`config.mk`:
```
export PLATFORM = sky130hd
export DESIGN_NAME = rgb_contrast_stretch_unit
export DESIGN_NICKNAME = d
export VERILOG_FILES = /design/src/hw/rtl/rcs_pkg.sv /design/src/hw/rtl/rcs_front.sv /design/src/hw/rtl/rcs_back.sv /design/src/hw/rtl/rgb_contrast_stretch_unit.sv
export SDC_FILE = /design/constraint.sdc
export NUM_CORES = 2
export LEC_CHECK = 0
export ABC_AREA = 1
export BUFFER_PORTS_ARGS = -buffer_cell sky130_fd_sc_hd__buf_4
export CORE_ASPECT_RATIO = 1.2
export CORE_MARGIN = 2
export CORE_UTILIZATION = 59
export DETAILED_ROUTE_END_ITERATION = 8
export PLACE_DENSITY_LB_ADDON = 0.25
export SYNTH_ARGS = -nofsm -noshare
export SYNTH_HDL_FRONTEND = slang
export SYNTH_HIERARCHICAL = 1
export SYNTH_SLANG_ARGS = --single-unit
```
`constraint.sdc`:
```
create_clock -name clk_i -period 7.3 [get_ports clk_i]
set_clock_uncertainty 0.1 [all_clocks]
set_input_delay 1.095 -clock clk_i [delete_from_list [all_inputs] [get_ports clk_i]]
set_output_delay 1.095 -clock clk_i [all_outputs]
set_load 0.01 [all_outputs]
```
`src/hw/rtl/rcs_pkg.sv`:
```
// ----------------------------------------------------------------------------
// rcs_pkg: shared types and constants
// Sample widths, queue entry type and divider sizing for the contrast stretch.
// ----------------------------------------------------------------------------
package rcs_pkg;
  localparam int SampleBits = 16;
  localparam int ValBits    = 16;
  localparam int ProdBits   = SampleBits + ValBits;
  localparam int QDepth     = 2;
  localparam int QPtrBits   = $clog2(QDepth);

  typedef enum logic {
    OP_GATHER = 1'b0,
    OP_MAP    = 1'b1
  } op_e;

  // Ranges travel with each map item so the back end never sees later updates.
  typedef struct packed {
    logic [SampleBits-1:0] v;
    logic [SampleBits-1:0] lo;
    logic [SampleBits-1:0] hi;
  } chan_t;

  typedef struct packed {
    chan_t r;
    chan_t g;
    chan_t b;
  } job_t;

  typedef enum logic [1:0] {
    ST_IDLE,
    ST_DIV,
    ST_OUT
  } div_state_e;

  // How one channel's result is formed: by the divider, forced to zero, or
  // saturated to full scale.
  typedef enum logic [1:0] {
    CLS_DIVIDE,
    CLS_ZERO,
    CLS_FULL
  } cls_e;
endpackage

```
`src/hw/rtl/rcs_front.sv`:
```
// ----------------------------------------------------------------------------
// rcs_front: item intake
// Updates the min/max registers on gather items, queues map items with ranges.
// ----------------------------------------------------------------------------
module rcs_front import rcs_pkg::*; (
  input  logic                  clk_i,
  input  logic                  rst_ni,
  input  logic                  valid_i,
  output logic                  ready_o,
  input  logic                  operation_i,
  input  logic                  first_pixel_i,
  input  logic [SampleBits-1:0] red_in_i,
  input  logic [SampleBits-1:0] green_in_i,
  input  logic [SampleBits-1:0] blue_in_i,
  output logic                  job_valid_o,
  input  logic                  job_ready_i,
  output job_t                  job_o
);
  logic [SampleBits-1:0] lo_q [3];
  logic [SampleBits-1:0] hi_q [3];
  logic [SampleBits-1:0] smp [3];
  job_t                  mem_q [QDepth];
  logic [QPtrBits-1:0]   wp_q, rp_q;
  logic [QPtrBits:0]     cnt_q;
  logic                  acc, push, pop, full;

  assign smp[0] = red_in_i;
  assign smp[1] = green_in_i;
  assign smp[2] = blue_in_i;
  assign full   = (cnt_q == (QPtrBits+1)'(QDepth));
  assign ready_o = !full;
  assign acc    = valid_i && ready_o;
  assign push   = acc && (operation_i == OP_MAP);
  assign job_valid_o = (cnt_q != '0);
  assign pop    = job_valid_o && job_ready_i;
  assign job_o  = mem_q[rp_q];

  always_ff @(posedge clk_i or negedge rst_ni) begin
    if (!rst_ni) begin
      for (int i = 0; i < 3; i++) begin
        lo_q[i] <= '0;
        hi_q[i] <= '0;
      end
    end else if (acc && operation_i == OP_GATHER) begin
      for (int i = 0; i < 3; i++) begin
        if (first_pixel_i || smp[i] < lo_q[i]) lo_q[i] <= smp[i];
        if (first_pixel_i || smp[i] > hi_q[i]) hi_q[i] <= smp[i];
      end
    end
  end

  always_ff @(posedge clk_i or negedge rst_ni) begin
    if (!rst_ni) begin
      wp_q  <= '0;
      rp_q  <= '0;
      cnt_q <= '0;
    end else begin
      if (push) wp_q <= wp_q + 1'b1;
      if (pop)  rp_q <= rp_q + 1'b1;
      if (push && !pop)      cnt_q <= cnt_q + 1'b1;
      else if (pop && !push) cnt_q <= cnt_q - 1'b1;
    end
  end

  always_ff @(posedge clk_i) begin
    if (push) begin
      mem_q[wp_q] <= '{r: '{v: red_in_i,   lo: lo_q[0], hi: hi_q[0]},
                       g: '{v: green_in_i, lo: lo_q[1], hi: hi_q[1]},
                       b: '{v: blue_in_i,  lo: lo_q[2], hi: hi_q[2]}};
    end
  end
endmodule

```
`src/hw/rtl/rcs_back.sv`:
```
// ----------------------------------------------------------------------------
// rcs_back: stretch engine
// Restoring division of (v-lo)*max_value by (hi-lo), three channels in lockstep.
// ----------------------------------------------------------------------------
module rcs_back import rcs_pkg::*; (
  input  logic                  clk_i,
  input  logic                  rst_ni,
  input  logic [ValBits-1:0]    max_value_i,
  input  logic                  job_valid_i,
  output logic                  job_ready_o,
  input  job_t                  job_i,
  output logic                  valid_o,
  input  logic                  ready_i,
  output logic [SampleBits-1:0] red_out_o,
  output logic [SampleBits-1:0] green_out_o,
  output logic [SampleBits-1:0] blue_out_o
);
  localparam int CntBits = $clog2(ProdBits + 1);

  div_state_e            st_q, st_d;
  logic [CntBits-1:0]    cnt_q;
  logic [ProdBits-1:0]   num_q [3];
  logic [SampleBits:0]   rem_q [3];
  logic [SampleBits-1:0] den_q [3];
  cls_e                  cls_q [3];
  logic [SampleBits-1:0] res_q [3];
  chan_t                 ch [3];
  logic                  start, last;

  function automatic logic t_bit(logic [SampleBits:0] r, logic [ProdBits-1:0] n,
                                 logic [SampleBits-1:0] d);
    logic [SampleBits+1:0] t;
    t = {r, n[ProdBits-1]} - {2'b00, d};
    return t[SampleBits+1];
  endfunction

  assign ch[0] = job_i.r;
  assign ch[1] = job_i.g;
  assign ch[2] = job_i.b;
  assign job_ready_o = (st_q == ST_IDLE);
  assign start = job_valid_i && job_ready_o;
  assign last  = (cnt_q == CntBits'(ProdBits - 1));

  always_comb begin
    st_d = st_q;
    unique case (st_q)
      ST_IDLE: if (start) st_d = ST_DIV;
      ST_DIV:  if (last) st_d = ST_OUT;
      ST_OUT:  if (ready_i) st_d = ST_IDLE;
      default: st_d = ST_IDLE;
    endcase
  end

  always_comb begin
    valid_o = (st_q == ST_OUT);
  end

  always_ff @(posedge clk_i or negedge rst_ni) begin
    if (!rst_ni) begin
      st_q  <= ST_IDLE;
      cnt_q <= '0;
    end else begin
      st_q <= st_d;
      if (start) cnt_q <= '0;
      else if (st_q == ST_DIV) cnt_q <= cnt_q + 1'b1;
    end
  end

  // The product is formed once at start; one quotient bit per cycle after.
  always_ff @(posedge clk_i) begin
    for (int i = 0; i < 3; i++) begin
      if (start) begin
        num_q[i] <= ProdBits'(ch[i].v - ch[i].lo) * ProdBits'(max_value_i);
        den_q[i] <= ch[i].hi - ch[i].lo;
        rem_q[i] <= '0;
        if (ch[i].hi <= ch[i].lo || ch[i].v <= ch[i].lo) cls_q[i] <= CLS_ZERO;
        else if (ch[i].v >= ch[i].hi)                    cls_q[i] <= CLS_FULL;
        else                                             cls_q[i] <= CLS_DIVIDE;
      end else if (st_q == ST_DIV) begin
        logic [SampleBits+1:0] t;
        t = {rem_q[i], num_q[i][ProdBits-1]} - {1'b0, 1'b0, den_q[i]};
        if (!t[SampleBits+1]) begin
          rem_q[i] <= t[SampleBits:0];
          num_q[i] <= {num_q[i][ProdBits-2:0], 1'b1};
        end else begin
          rem_q[i] <= {rem_q[i][SampleBits-1:0], num_q[i][ProdBits-1]};
          num_q[i] <= {num_q[i][ProdBits-2:0], 1'b0};
        end
      end
      if (st_q == ST_DIV && last) begin
        // Quotient is below max_value, so the low bits are exact.
        case (cls_q[i])
          CLS_ZERO: res_q[i] <= '0;
          CLS_FULL: res_q[i] <= max_value_i;
          default:  res_q[i] <= SampleBits'({num_q[i][ProdBits-2:0], 1'b0} |
                                ProdBits'(!t_bit(rem_q[i], num_q[i], den_q[i])));
        endcase
      end
    end
  end

  assign red_out_o   = res_q[0];
  assign green_out_o = res_q[1];
  assign blue_out_o  = res_q[2];
endmodule

```
`src/hw/rtl/rgb_contrast_stretch_unit.sv`:
```
// ----------------------------------------------------------------------------
// rgb_contrast_stretch_unit: per-channel min-max contrast stretch
// Gather items track channel ranges, map items return stretched pixels.
// ----------------------------------------------------------------------------
// A gather item (operation 0) updates the stored minimum and maximum of each
// channel; first_pixel loads them outright. It gives no result. A map item
// (operation 1) is queued with a snapshot of the ranges, so gather and map
// items may be mixed freely. The back end stretches each channel to
// floor((v-min)*max_value/(max-min)) with a restoring divider that yields one
// quotient bit per cycle over the 32-bit product; a map item holds the divider
// for a load, 32 steps and an output state kept until the result is taken,
// and the next load can start only in the cycle after that. Gather items run
// at one per cycle while the two-entry queue has room. Flat or inverted
// channels and samples at or below min give 0; samples at or above max give
// max_value. max_value is to be written only while idle; the block does not enforce it.
module rgb_contrast_stretch_unit import rcs_pkg::*; (
  input  logic                  clk_i,
  input  logic                  rst_ni,
  input  logic                  cfg_we_i,
  input  logic [ValBits-1:0]    cfg_wdata_i,
  input  logic                  valid_i,
  output logic                  ready_o,
  input  logic                  operation_i,
  input  logic                  first_pixel_i,
  input  logic [SampleBits-1:0] red_in_i,
  input  logic [SampleBits-1:0] green_in_i,
  input  logic [SampleBits-1:0] blue_in_i,
  output logic                  valid_o,
  input  logic                  ready_i,
  output logic [SampleBits-1:0] red_out_o,
  output logic [SampleBits-1:0] green_out_o,
  output logic [SampleBits-1:0] blue_out_o
);
  logic [ValBits-1:0] max_value_q;
  logic               job_valid, job_ready;
  job_t               job;

  always_ff @(posedge clk_i or negedge rst_ni) begin
    if (!rst_ni) begin
      max_value_q <= ValBits'(255);
    end else if (cfg_we_i) begin
      max_value_q <= cfg_wdata_i;
    end
  end

  rcs_front u_front (
    .clk_i, .rst_ni, .valid_i, .ready_o, .operation_i, .first_pixel_i,
    .red_in_i, .green_in_i, .blue_in_i,
    .job_valid_o(job_valid), .job_ready_i(job_ready), .job_o(job)
  );

  rcs_back u_back (
    .clk_i, .rst_ni, .max_value_i(max_value_q),
    .job_valid_i(job_valid), .job_ready_o(job_ready), .job_i(job),
    .valid_o, .ready_i, .red_out_o, .green_out_o, .blue_out_o
  );
endmodule

```
After elaboration in Yosys (flattened, before gate mapping) --
Memory sizes are Yosys's and may differ from the RTL's. Index checks and enable logic that the tools add are counted.
Word-level totals: flip-flop bits (word level) 124, word-level logic and storage cells 247, memories 6, bits in writable memories 537, input port bits 71
Memory list:
- u_front.mem_q | depth 2, bits a word 144, read ports 1, clocked after memory_dff 0, wr ports 1, RTL line rcs_front.sv:22 | job_t mem_q [QDepth];
- u_back.num_q | depth 3, bits a word 32, read ports 3, clocked after memory_dff 0, wr ports 3, RTL line rcs_back.sv:22 | logic [ProdBits-1:0] num_q [3];
- u_back.rem_q | depth 3, bits a word 17, read ports 3, clocked after memory_dff 0, wr ports 3, RTL line rcs_back.sv:23 | logic [SampleBits:0] rem_q [3];
- u_back.den_q | depth 3, bits a word 16, read ports 3, clocked after memory_dff 0, wr ports 3, RTL line rcs_back.sv:24 | logic [SampleBits-1:0] den_q [3];
- u_back.res_q | depth 3, bits a word 16, read ports 3, clocked after memory_dff 0, wr ports 3, RTL line rcs_back.sv:26 | logic [SampleBits-1:0] res_q [3];
- u_back.cls_q | depth 3, bits a word 2, read ports 3, clocked after memory_dff 0, wr ports 3, RTL line rcs_back.sv:25 | cls_e cls_q [3];
Operators by class: multiplexer cells 120, $add $sub $neg 14, equal/unequal tests 13, reduce and logical (&&, ||, !) cells 36, $mul 3, bitwise gates (word level) 28, $lt $le $gt $ge 15
Operators by type and width (count):
- $mux W32 | 6
- $mux W17 | 6
- $le A16 B16 Y1 | 6
- $mul A32 B16 Y32 | 3
- $mux W16 | 6
- $mux W1 | 88
- $sub A18 B16 Y18 | 3
- $sub A16 B16 Y17 | 3
- $ge A16 B16 Y1 | 3
- $gt A16 B16 Y1 | 3
- $lt A16 B16 Y1 | 3
- $or A16 B1 Y16 | 3
- $sub A16 B16 Y16 | 3
- $or A1 B1 Y1 | 24
- $mux W2 | 11
- $mux W6 | 2
- $reduce_and A2 Y1 | 6
- $eq A2 B2 Y1 const B | 5
- $logic_or A1 B1 Y1 | 9
- $eq A2 B1 Y1 const B | 4
- $logic_and A1 B1 Y1 | 7
- $add A6 B1 Y6 const B | 1
- $eq A6 B5 Y1 const B | 1
- $logic_not A1 Y1 | 6
- 11 further kinds | 17

Depth between registers and ports, before layout --
depth in word-level cells 8, mapped depth 46, gate-level depth less buffers 43

Modules after synthesis --
The synthesis kept the hierarchy.
By module, submodules not included:
- rcs_back | times used 1, cells each 6176, area an instance 49655.1 µm²
- rcs_front | times used 1, cells each 1604, area an instance 17063.9 µm²
- rgb_contrast_stretch_unit | times used 1, cells each 68, area an instance 654.4 µm²

Worst setup path after synthesis --
OpenSTA, ideal clock, no wires.
path kind register -> register, from register u_front.rp_q, to memory u_back/num_q[0][22] in the netlist's numbering (data pin), data arrival time 7.664 ns, data required time 6.946 ns, slack -0.717 ns, stages on the path, launching flop included 40, setup time 0.254 ns, buffers on the path 4, path through dfrtp_1 > buf_2 > inv_2 > buf_2 > buf_1 > nand2_1 > nand2_1 > inv_1 > ha_1 > fa_1 > or2_4 > a21oi_4 > nand2_1 > nand2_2 > inv_2 > o21ai_0 > nand2_1 > nand2_1 > [... 4 more ...] > fa_1 > inv_1 > fa_1 > fa_1 > fa_1 > inv_1 > fa_1 > inv_1 > ha_1 > a21o_1 > a21boi_0 > nand3_1 > nand2_1 > nand2_1 > a21o_1 > or2_2 > nand3_1 > nand2_1
RTL lines:
- from (decl) | RTL line rcs_front.sv:23 | logic [QPtrBits-1:0] wp_q, rp_q;
- from (signal assigned) | RTL line rcs_front.sv:59 | if (pop) rp_q <= rp_q + 1'b1;
- to (decl) | RTL line rcs_back.sv:22

==> metrics.md <==
| Metric | Value |
|---|---|
| Port bufs | `120` |
| WP data arrival | `8.22 ns` |
| CP max stage delay | `between 0.5 and 0.6 ns` |
| Routed vias | `between 50000 and 60000` |
| Post-synth EDFFs | `~540` |
| Type of origin of the critical path | `flop` |
| DRC | `0` |
| First-pass GRT wire length | `300 mm` |
| Syn avg cell area | `8.58 um^2` |
| Cts hold-fix bufs | `0` |
| Worst setup EP type | `flop` |
| Commonest non-fill, non-tap cell in the layout | `nand2_1` |
| Most frequent cells in the layout | `nand2_1, inv_1, buf_4, fa_1, nor2_1` |
| Levels on crit path | `37` |
| Die H | `roughly 370 um` |
| Data required, critical path | `about 7.7 ns` |
| Slew margin rel. | `0.236` |
| R2R cell count | `37` |
| Slew @ Worst Pin | `1.14 ns` |
| Synth Register Bits | `661` |
| Initial antenna violation count | `1` |
| Number of global-route vias before repair | `a little under 60000` |
| Die Span X | `~310 um` |
| Distinct cells, synth | `71` |
| Clock transition at path regs | `around 0.060 ns` |
| HP Class | `input port to async pin` |
| Ys flop type | `edfxtp_1` |
| Max clock buf depth | `3` |
| Delay-heaviest family, CP | `adder cells` |
| Root Driver | `clkbuf_16` |
| Tot GR Track Use | `0.326` |
| Syn_nets | `between 9000 and 10000` |
| CP max FO | `10` |
| Final core utilization | `0.721` |
| Synth Cell Area | `approximately 67000 um^2` |
| TritonCTS Buffers | `between 70 and 80` |
| Area grow syn2layout | `21.0%` |
| Mapped Cells | `around 7800` |
| Rows | `135` |
| Max_cap viols | `0` |
| Fin nets | `between 10000 and 15000` |
| RD Place Congestion | `just under 1` |
| Top-Level Pins | `121` |
| TritonCTS Sinks | `about 660` |
| Sequential area share after synthesis | `0.285` |
| Initial Util | `0.596` |
| Post-DP HPWL | `144 mm` |
| Die area | `roughly 120000 um^2` |
| CTS tree | `yes` |
| Share of cells above drive strength 1 | `0.198` |
| DR iter-0 viols | `4641` |
| Synth Warn # | `6` |
| Global route total overflow | `0` |
| Worst setup path class | `flop to flop` |
| Core Region | `roughly 110000 um^2` |
| Cell mode on critical path | `fa_1` |
| Max H-tree Level | `3` |
| Buf+Inv Stages, Crit Path | `11` |
| Routed wire per std cell | `18.5 um` |
| Final Hold Vio Count | `0` |
| Status | `complete, but fails checks` |
| CP max-delay cell | `fa_2` |
| Final Critical Period | `7.87 ns` |
| Reg2reg setup slack | `-0.57 ns` |
| Final worst slack | `-0.569 ns` |
| Largest net degree at the start of global routing | `around 150` |
| Initial DRT Pass Iterations | `6` |
| Share of the clock period used by the worst path | `1.08` |
| Failing checks | `setup timing` |
| RSZ-0062 raised after global routing | `true` |
| DR vias/cell | `5.47` |
| Fmax | `between 0.1 and 0.15 GHz` |
| Max-slew violations | `0` |
| Asr flop ratio synth | `0.188` |
| Final WL | `~190 mm` |
| ANT nets after route | `0` |
| Clk Latency, worst-skew pair | `~0.70 ns` |
| Final setup fails | `slightly above 60` |
[Yosys cell counts (all sizes together) (2+ instances only)]
| cell | count | area (um^2) |
|---|---|---|
| ha | 536 | 6710 |
| inv | 1623 | 6100 |
| nand2 | 1910 | 7360 |
| o2111ai | 2 | 17.5 |
| a21boi | 9 | 71.3 |
| a21o | 36 | 270 |
| o31ai | 7 | 52.6 |
| a31oi | 14 | 87.6 |
| a211oi | 5 | 37.5 |
| nand4 | 38 | 244 |
| nor4 | 5 | 31.3 |
| dfrtp | 116 | 2900 |
| a21oi | 312 | 1590 |
| o21bai | 23 | 184 |
| a221oi | 3 | 26.3 |
| nand3 | 396 | 1990 |
| o21a | 13 | 97.6 |
| o21ai | 278 | 1400 |
| dfstp | 8 | 210 |
| edfxtp | 536 | 16100 |
| clkinv | 22 | 82.6 |
| clkbuf | 145 | 547 |
| nor3 | 45 | 230 |
| o22ai | 33 | 206 |
| nor2 | 631 | 2390 |
| a31o | 2 | 17.5 |
| fa | 800 | 16000 |
| nand3b | 7 | 52.6 |
| xnor2 | 67 | 602 |
| o211ai | 2 | 15.0 |
| or2 | 55 | 349 |
| xor2 | 99 | 890 |
| buf | 59 | 405 |
[metrics by stage]
| stage | hold slack, ns | setup TNS (ns) | area, um^2 | cells | worst slack (ns) |
|---|---|---|---|---|---|
| finish | 0.363 | -23.30 | 81500 | 10200 | -0.569 |
| global route | 0.397 | -42.12 | 81500 | 10200 | -0.826 |
| CTS | 0.351 | -18.59 | 79900 | 10200 | -0.535 |
| detailed placement | 0.355 | -39.52 | 75500 | 10000 | -1.07 |
| global placement | 0.350 | -35.82 | 75500 | 10000 | -0.983 |
| floorplan | 0.340 | -197.32 | 67800 | 7848 | -0.684 |
[registers in the layout (all words and copies together), names as in the netlist, 6 cells and up]
name / count
u_front/mem_q: 288
u_back/num_q: 96
u_back/rem_q: 51
u_back/den_q: 48
u_back/res_q: 48
u_front/hi_q: 48
u_front/lo_q: 48
max_value_q: 16
u_back/cls_q: 6
u_back/cnt_q: 6
[final timing paths]
path | to | start
max | u_back/num_q[0][20]$_DFFE_PP_ | u_front/rp_q$_DFFE_PN0P_
min | u_front/hi_q[4]$_DFFE_PN0P_ | rst_ni
max reg2reg | u_back/num_q[0][20]$_DFFE_PP_ | u_front/rp_q$_DFFE_PN0P_
min reg2reg | u_back/cls_q[2][0]$_SDFFE_PN0P_ | u_back/cls_q[2][0]$_SDFFE_PN0P_
max in group asynchronous | u_front/rp_q$_DFFE_PN0P_ | rst_ni
min in group clk_i | u_back/cls_q[2][0]$_SDFFE_PN0P_ | u_back/cls_q[2][0]$_SDFFE_PN0P_
[cell families (layout without fill, tap and decap cells)]
logic type | count (synthesis) | after routing | synth area share
buffers and inverters | 1849 | 2717 | 0.106
XOR/XNOR | 166 | 166 | 0.0221
AO/OA/AOI/OAI | 744 | 744 | 0.0610
AND/OR/NAND/NOR | 3091 | 3091 | 0.188
flip-flops | 661 | 661 | 0.285
other | 0 | 1 | 0
adder cells (fa/ha/maj) | 1336 | 1336 | 0.337
multiplexers | 1 | 1 | 0.000149
[layout make-up]
type / instances / area (um^2)
flip-flops and latches: 661 / 19200
inverters: 1645 / 6250
fillers: 8436 / 31500
clock inverters: 41 / 627
diodes: 1 / 2.50
well taps: 1507 / 1890
clock buffers: 92 / 1970
repair buffers: 936 / 7610
multi-input cells: 5338 / 43900
repair inverters: 3 / 50.0
[what timing repair did]
item	in CTS	in global routing
pin swaps	88	162
buffers inserted	34	36
cloned	5	2
resized for setup	336	303
endpoints found under the setup margin	65	68
[per-layer routing]
layer | up-vias | track usage | wire length, um
li1 | 26000 | - | -
met1 | 27400 | 0.414 | 74600
met2 | 2038 | 0.546 | 91300
met3 | 500 | 0.0547 | 14200
met4 | 2 | 0.151 | 9260
met5 | - | 0 | 13
Power is left out: the tool's default activity adds up to more than one toggle a clock period on the data nets, which glitch-free logic cannot reach.
